[config.mk]
export PLATFORM = sky130hd
export DESIGN_NAME = srs_ctrl
export DESIGN_NICKNAME = d
export VERILOG_FILES = /design/src/rtl/srs_pkg.sv /design/src/rtl/srs_ctrl.sv
export SDC_FILE = /design/constraint.sdc
export NUM_CORES = 1
export LEC_CHECK = 0
export BUFFER_PORTS_ARGS = -buffer_cell sky130_fd_sc_hd__buf_2
export CAP_MARGIN = 20
export CORE_AREA = 4 4 41 43
export DETAILED_ROUTE_END_ITERATION = 8
export DIE_AREA = 0 0 45 47
export GPL_TIMING_DRIVEN = 0
export PLACE_DENSITY = 0.69
export SLEW_MARGIN = 20
export SYNTH_ARGS = -nofsm -noshare
export SYNTH_HDL_FRONTEND = slang
export SYNTH_SLANG_ARGS = --single-unit
export TNS_END_PERCENT = 100
[constraint.sdc]
create_clock -name clk -period 1.9 [get_ports clk]
set_clock_uncertainty 0.1 [all_clocks]
set_input_delay 0.19 -clock clk [delete_from_list [all_inputs] [get_ports clk]]
set_output_delay 0.19 -clock clk [all_outputs]
set_load 0.01 [all_outputs]
[src/rtl/srs_pkg.sv]
package srs_pkg;

  localparam int MAX_ENTRIES = 65536;
  localparam int ADDR_W      = $clog2(MAX_ENTRIES);
  localparam int LEN_W       = 17;
  localparam int IDX_W       = 16;
  localparam int DATA_W      = 32;
  localparam int LEN_LIMIT   = (MAX_ENTRIES < 65536) ? MAX_ENTRIES : 65536;

  localparam int CFG_ADDR_W  = 3;
  localparam int CFG_DATA_W  = 32;
  localparam logic [CFG_ADDR_W-3:0] REG_ARRAY_LENGTH = '0;

  localparam logic REQ_WRITE = 1'b0;
  localparam logic REQ_QUERY = 1'b1;

  typedef struct packed {
    logic                     req_type;
    logic [IDX_W-1:0]         entry_index;
    logic signed [DATA_W-1:0] item_value;
  } in_item_t;

  typedef struct packed {
    logic             found;
    logic [IDX_W-1:0] first_index;
    logic [IDX_W-1:0] last_index;
  } out_item_t;

  typedef enum logic [1:0] {
    ADDR_MID_CUR = 2'd0,
    ADDR_MID_NXT = 2'd1,
    ADDR_LO_CUR  = 2'd2,
    ADDR_LO_NXT  = 2'd3
  } addr_sel_t;

  typedef struct packed {
    logic      take;
    logic      upd;
    logic      upper;
    logic      save_first;
    logic      load_out;
    addr_sel_t addr_sel;
  } dp_cmd_t;

  typedef struct packed {
    logic len_zero;
    logic cur_lt;
    logic nxt_lt;
    logic match;
    logic out_free;
  } dp_stat_t;

endpackage

[src/rtl/srs_ctrl.sv]
module srs_ctrl (
  input  logic             clk,
  input  logic             rst_n,
  input  logic             in_valid,
  input  logic             in_is_query,
  output logic             in_ready,
  output srs_pkg::dp_cmd_t cmd,
  input  srs_pkg::dp_stat_t stat
);

  typedef enum logic [6:0] {
    S_IDLE     = 7'b0000001,
    S_LB_START = 7'b0000010,
    S_LB_PROBE = 7'b0000100,
    S_LB_CHECK = 7'b0001000,
    S_UB_START = 7'b0010000,
    S_UB_PROBE = 7'b0100000,
    S_FINISH   = 7'b1000000
  } state_t;

  state_t state_r;
  state_t state_nxt;

  always_ff @(posedge clk) begin
    if (!rst_n) begin
      state_r <= S_IDLE;
    end else begin
      state_r <= state_nxt;
    end
  end

  always_comb begin
    state_nxt      = state_r;
    cmd            = '0;
    cmd.addr_sel   = srs_pkg::ADDR_LO_CUR;
    in_ready       = 1'b0;
    unique case (state_r)
      S_IDLE: begin
        in_ready = 1'b1;
        if (in_valid) begin
          cmd.take = 1'b1;
          if (in_is_query) begin
            state_nxt = S_LB_START;
          end
        end
      end
      S_LB_START: begin
        if (stat.len_zero) begin
          state_nxt = S_FINISH;
        end else if (stat.cur_lt) begin
          cmd.addr_sel = srs_pkg::ADDR_MID_CUR;
          state_nxt    = S_LB_PROBE;
        end else begin
          cmd.addr_sel = srs_pkg::ADDR_LO_CUR;
          state_nxt    = S_LB_CHECK;
        end
      end
      S_LB_PROBE: begin
        cmd.upd = 1'b1;
        if (stat.nxt_lt) begin
          cmd.addr_sel = srs_pkg::ADDR_MID_NXT;
        end else begin
          cmd.addr_sel = srs_pkg::ADDR_LO_NXT;
          state_nxt    = S_LB_CHECK;
        end
      end
      S_LB_CHECK: begin
        if (stat.match) begin
          cmd.save_first = 1'b1;
          state_nxt      = S_UB_START;
        end else begin
          state_nxt = S_FINISH;
        end
      end
      S_UB_START: begin
        cmd.upper = 1'b1;
        if (stat.cur_lt) begin
          cmd.addr_sel = srs_pkg::ADDR_MID_CUR;
          state_nxt    = S_UB_PROBE;
        end else begin
          state_nxt = S_FINISH;
        end
      end
      S_UB_PROBE: begin
        cmd.upper = 1'b1;
        cmd.upd   = 1'b1;
        if (stat.nxt_lt) begin
          cmd.addr_sel = srs_pkg::ADDR_MID_NXT;
        end else begin
          state_nxt = S_FINISH;
        end
      end
      S_FINISH: begin
        if (stat.out_free) begin
          cmd.load_out = 1'b1;
          state_nxt    = S_IDLE;
        end
      end
      default: begin
        state_nxt = S_IDLE;
      end
    endcase
  end

endmodule

# [Yosys cells after proc, flatten, opt, wreduce, memory -nomap -nowiden]
# Index checks and enable logic that the tools add are counted.
[op_classes] n_reduce_logical=3 n_mux=24 eq_ne=12
[op_table] op="7-bit two-way mux" n=8
[op_table] op="7-bit one-hot mux with 7 select lines" n=1
[op_table] op="2-bit inequality test (second input constant)" n=5
[op_table] op="1-bit two-way mux" n=9
[op_table] op="2-bit two-way mux" n=4
[op_table] op="2-bit one-hot mux with 4 select lines" n=1
[op_table] op="7-bit by 1-bit equality test with 1-bit output (second input constant)" n=1
[op_table] op="7-bit by 2-bit equality test with 1-bit output (second input constant)" n=1
[op_table] op="7-bit by 3-bit equality test with 1-bit output (second input constant)" n=1
[op_table] op="7-bit by 4-bit equality test with 1-bit output (second input constant)" n=1
[op_table] op="7-bit by 5-bit equality test with 1-bit output (second input constant)" n=1
[op_table] op="7-bit by 6-bit equality test with 1-bit output (second input constant)" n=1
[op_table] op="7-bit equality test (second input constant)" n=1
[op_table] op="5-bit AND reduction" n=1
[op_table] op="4-bit two-way mux" n=1
[op_table] op="2-bit OR reduction" n=2
[word_totals] reg_bits=7 wordCells=40

# [Logic depth before layout (Yosys ltp)]
# Gate-level depths: netlist of the first run.
[depth] word_depth=3 depth_mapped=5 depth_no_buf=4

# [Worst setup path before layout of the first run]
# Ideal clock, no wire load.
[synth_timing] path_type="reg-to-output" startpoint="reg state_r[4]" endpoint="out cmd[0] (netlist bit)" setup_slack_ns=0.063 stages_incl_launch_ff=5 t_arrival_ns=1.547 path_buffers=1 cell_sequence="dfxtp_1 -> buf_6 -> or4_4 -> nor3_2 -> a21boi_1"
[synth_lines] item="start: declaration" line="srs_ctrl.sv:21" rtl="state_t state_r;"
[synth_lines] item="start signal: assignment" line="srs_ctrl.sv:28" rtl="state_r <= state_nxt;"
[synth_lines] item="end: declaration" line="srs_ctrl.sv:7" rtl="output srs_pkg::dp_cmd_t cmd,"

==> metrics.cfg, run 1 <==
[outcome]
status = finished with violations
violations = setup timing

[placed_design]
dp_slack_ps = 10.0
port_buffers = 16
place_congestion = 0.799
dp_hpwl_um = 1090

[clock_tree]
cts_max_level = 1
cts.clk_slew.worst_paths_ps = 50
cts.sinks = 7
clk_latency_ps = 250
cts_tree = done
clockRootBuffer = clkbuf_4
clock_path_buffers = 2
cts_buffers = 3

[synth]
syn-num-nets = 79
synthesis.area_um2 = 584
synthCells = 70
ys_seq_area_frac = 0.240
synth.distinct_cells = 40
async_flop_share = 0
synthFlopType = dfxtp_1
ys_warn_count = 0
synth_edf_count = 0
ys_ff_latch = 7
syn_avg_cell_area_um2 = 8.35

[final_layout]
final_core_util = 0.613
largest_reg_flops = 7
fillers = 116
top_register = state_r
diodes = 0
top_regs = state_r: 7 flops
drive_above_1_share = 0.484
final_nets = 103
synthToLayoutAreaGrowth_pct = 36.4

[setup_path]
cp.arrival_ps = 1750
cp_slowest_stage_delay_ps = 570
crit_type = flop to primary output
path_cells = or4_4 > nor4b_4 > and2_1 > buf_2
startpoint_type = flop
rrSetupSlack_ps = 120
worstSetupEndpointType = primary output
crit_fanout = 7
reg2reg_depth = 5
required_ps = 1610
cpMaxStageDelayCell = or4_4

[min_path]
hold_class = primary input to flop
holdPathStages = 2

[timing]
slew_headroom = 0.711
drv_slew = 0
final_hold_viol_count = 0
post-route-period-util = 1.07
fin_ws_ps = -136
tightest_slew_ps = 433
fmax_mhz = 491
hold_ws_ps = 88.7
period_minus_slack_ps = 2040
setup_viol = 3
rsz0062_at_grt = true

[route]
drc = 0
dr.first_iter.drc_count = 9
ant_nets = 0
wl_per_cell_um = 14.6
vias = 642
viasPerCell = 5.94
firstDrtPassIters = 4
wl_um = 1580

[floorplanning]
die_w_um = 45
coreArea_um2 = 1300
pin_count = 17
die-area_um2 = 2120
die_h_um = 47
start_util = 0.449
rows = 13

[power]
p_per_area_nw_per_um2 = 652
p_leak_nw = 0.327
ir_drop_v = 0.000502
p_total_mw = 0.519

[global_route]
grt_pass1_wl_um = 2480
grt-ovfl-total = 0
grt_max_degree = 11
grt_pass1_vias = 574
antenna_found_initial = 0
grt_use_total = 0.159

[flow_run]
drv_cap = 0

-- critical path, delay by kind of cell, from the launching register on --
kind | cells | cell delay (ps)
buffers and inverters | 1 | 120
and+or+nand+nor | 3 | 1010
DFF | 1 | 370
-- through the flow --
stage	instances	instance area, um^2	setup TNS [ps]
final	108	797	-376
after global routing	108	797	-687
after CTS	106	754	-459
after detailed placement	101	683	0
after global placement	101	683	0
after floorplan	70	584	0
-- synthesized netlist by cell type, types with 2 or more instances --
library cell  count  area [um^2]
dfxtp_1           7          140
nand3_1           4         20.0
nor2_1            4         15.0
and3_1            3         18.8
inv_1             3         11.3
nand2_1           3         11.3
nor3_1            3         15.0
xnor2_1           3         26.3
a21boi_0          2         15.0
a21boi_1          2         15.0
and2_1            2         12.5
buf_2             2         10.0
nand4_1           2         12.5
nor2b_1           2         12.5
nor3_2            2         20.0
nor4b_1           2         17.5
-- layer usage --
layer	GRT usage	wire length [um]
met5	0	0
met4	0.0175	10
met3	0.0460	97
met2	0.271	758
met1	0.206	714
-- kinds of logic after synthesis --
| family | share of synthesized area |
|---|---|
| compound gates | 0.186 |
| xor+xnor | 0.0600 |
| buf+inv | 0.0621 |
| flops | 0.240 |
| simple gates | 0.452 |
-- cell type report --
type	count	area [um^2]	area share
repair buffers	22	125	0.157
inverters	3	11.3	0.0141
plain buffers	1	7.51	0.00942
well taps	15	18.8	0.0235
flip-flops and latches	7	153	0.192
multi-input cells	56	455	0.571
clock buffers	4	26.3	0.0330
-- report_power, final --
group          total, mW  switching [mW]  internal [mW]
Clock              0.133          0.0531         0.0800
Combinational      0.197          0.0978         0.0994
Sequential         0.189          0.0280          0.161
-- what timing repair did --
| item | in CTS | in global routing |
|---|---|---|
| setup buffers | 3 | 3 |
| setup endpoints to repair | 6 | 7 |
| pin swaps | 1 | 5 |
| hold buffers | 0 | 0 |
| resized for setup | 7 | 11 |
-- worst paths after layout --
kind,startpoint,end
hold reg to reg,state_r[6],state_r[5]
hold / removal,stat[1],state_r[4]
setup reg to reg,state_r[6],state_r[6]
setup / recovery,state_r[6],cmd[3]
-- cells in the final DEF, fill, tap and decap left out, types with 3 or more instances in the layout --
cell	count
dfxtp_2	4
clkbuf_4	4
nor2_1	3
xnor2_1	3
inv_1	3
nor3_1	3
buf_4	6
nand3_1	3
and3_1	3
nand2_1	3
buf_2	16
No activity file was read; power rests on OpenSTA's default activity.
==> inputs of run 2 (changes only) <==
--- a/config.mk
+++ b/config.mk
@@ -11,9 +11,10 @@
 export DETAILED_ROUTE_END_ITERATION = 8
 export DIE_AREA = 0 0 45 47
 export GPL_TIMING_DRIVEN = 0
+export HOLD_SLACK_MARGIN = 0.15
 export PLACE_DENSITY = 0.69
 export SLEW_MARGIN = 20
 export SYNTH_ARGS = -nofsm -noshare
 export SYNTH_HDL_FRONTEND = slang
 export SYNTH_SLANG_ARGS = --single-unit
-export TNS_END_PERCENT = 100
+export TNS_END_PERCENT = 1
==> run 2 against run 1 <==
  * The flow still finishes with violations (setup timing)
  * Routed wire length down 6.0%
  * First-iteration DRC count down 22%
  * Global-route usage down 0.71 points
  * Critical endpoint unchanged
  * Highest routed layer unchanged
==> metrics.cfg, run 2 (synthesis gave the netlist of run 1 again) <==
[global_route]
antenna_found_initial = 0
grt_max_degree = 11
grt_pass1_vias = 551
grt_use_total = 0.152
grt-ovfl-total = 0
grt_pass1_wl_um = 2350

[clock_tree]
clock_path_buffers = 2
cts_max_level = 1
clockRootBuffer = clkbuf_4
cts_buffers = 3
clk_latency_ps = 250
cts.clk_slew.worst_paths_ps = 50
cts_tree = done
cts.sinks = 7

[power]
ir_drop_v = 0.000649
p_leak_nw = 0.317
p_per_area_nw_per_um2 = 632

[placed_design]
port_buffers = 16
dp_slack_ps = 10.0
dp_hpwl_um = 1090
place_congestion = 0.799

[timing]
post-route-period-util = 1.10
final_hold_viol_count = 0
fmax_mhz = 478
period_minus_slack_ps = 2090
rsz0062_at_grt = true
setup_viol = 3
hold_ws_ps = 215
setup_tns_ps = -469
tightest_slew_ps = 437
fin_ws_ps = -193
drv_slew = 0
slew_headroom = 0.708

[floorplanning]
coreArea_um2 = 1300
pin_count = 17
die_w_um = 45
start_util = 0.449
die-area_um2 = 2120
rows = 13
die_h_um = 47

[setup_path]
required_ps = 1610
crit_type = flop to primary output
cp.arrival_ps = 1800
startpoint_type = flop
rrSetupSlack_ps = 160
crit_fanout = 10
reg2reg_depth = 4
worstSetupEndpointType = primary output

[final_layout]
diodes = 0
largest_reg_flops = 7
synthToLayoutAreaGrowth_pct = 33.6
drive_above_1_share = 0.355
final_core_util = 0.600
fillers = 117
top_regs = state_r: 7 flops
most-common-layout-cells = buf_2 (17), dfxtp_1 (6), nor2_1 (4), dlygate4sd3_1 (4)
final_nets = 103
top_register = state_r
final_common_cell = buf_2

[min_path]
hold_class = primary input to flop
holdPathStages = 3

[route]
wl_um = 1490
dr.first_iter.drc_count = 7
viasPerCell = 5.91
ant_nets = 0
vias = 638
drc = 0
firstDrtPassIters = 5
wl_per_cell_um = 13.8

[outcome]
violations = setup timing
status = finished with violations

[flow_run]
drv_cap = 0

-- run 2: changes by cell type in the layout (fill, tap and decap cells not counted), sizes merged --
cell	delta
buf	-3
clkbuf	-1
dlygate4sd3	+4
-- run 2: power by group --
group | leakage (nW) | switching [mW] | internal (mW)
registers | 0.0565 | 0.0312 | 0.160
logic | 0.246 | 0.0869 | 0.0842
clock network | 0.0150 | 0.0518 | 0.0799
-- run 2: final timing paths --
kind | startpoint | to
setup reg to reg | state_r[4] | state_r[0]
setup / recovery | state_r[4] | cmd[3]
hold / removal | stat[2] | state_r[2]
hold reg to reg | state_r[5] | state_r[5]
-- run 2: per-layer routing --
metal,GRT usage,routed length (um)
met5,0,0
met4,0.0175,16
met3,0.0460,95
met2,0.260,701
met1,0.195,672
-- run 2: what timing repair did --
item                                   4_1_cts  5_1_grt
resized for setup                            4        4
hold buffers                                 4        0
setup endpoints to repair                    6        6
pin swaps                                    1        1
endpoints found under the hold margin        5        0
setup buffers                                0        0
-- run 2: stage by stage --
stage                     std cells  total power, mW  instance area [um^2]
final                           108            0.494                   781
after global routing            108            0.529                   781
after CTS                       108            0.489                   764
after detailed placement        101            0.343                   683
after global placement          101            0.341                   683
after floorplan                  70            0.288                   584
-- run 2: area by class of cell --
cell class | count | area (um^2) | area share
Clock buffer | 4 | 26.3 | 0.0337
Sequential cell | 7 | 141 | 0.181
Inverter | 3 | 11.3 | 0.0144
Multi-Input combinational cell | 56 | 439 | 0.562
Timing Repair Buffer | 20 | 120 | 0.154
Tap cell | 15 | 18.8 | 0.0240
Buffer | 3 | 23.8 | 0.0304
-- run 2: critical path: stages (launching register included) --
cell and delay (ps):
dfxtp_1 300, buf_6 130, or4_4 580, nor4b_4 270
and2_1 150, buf_2 120
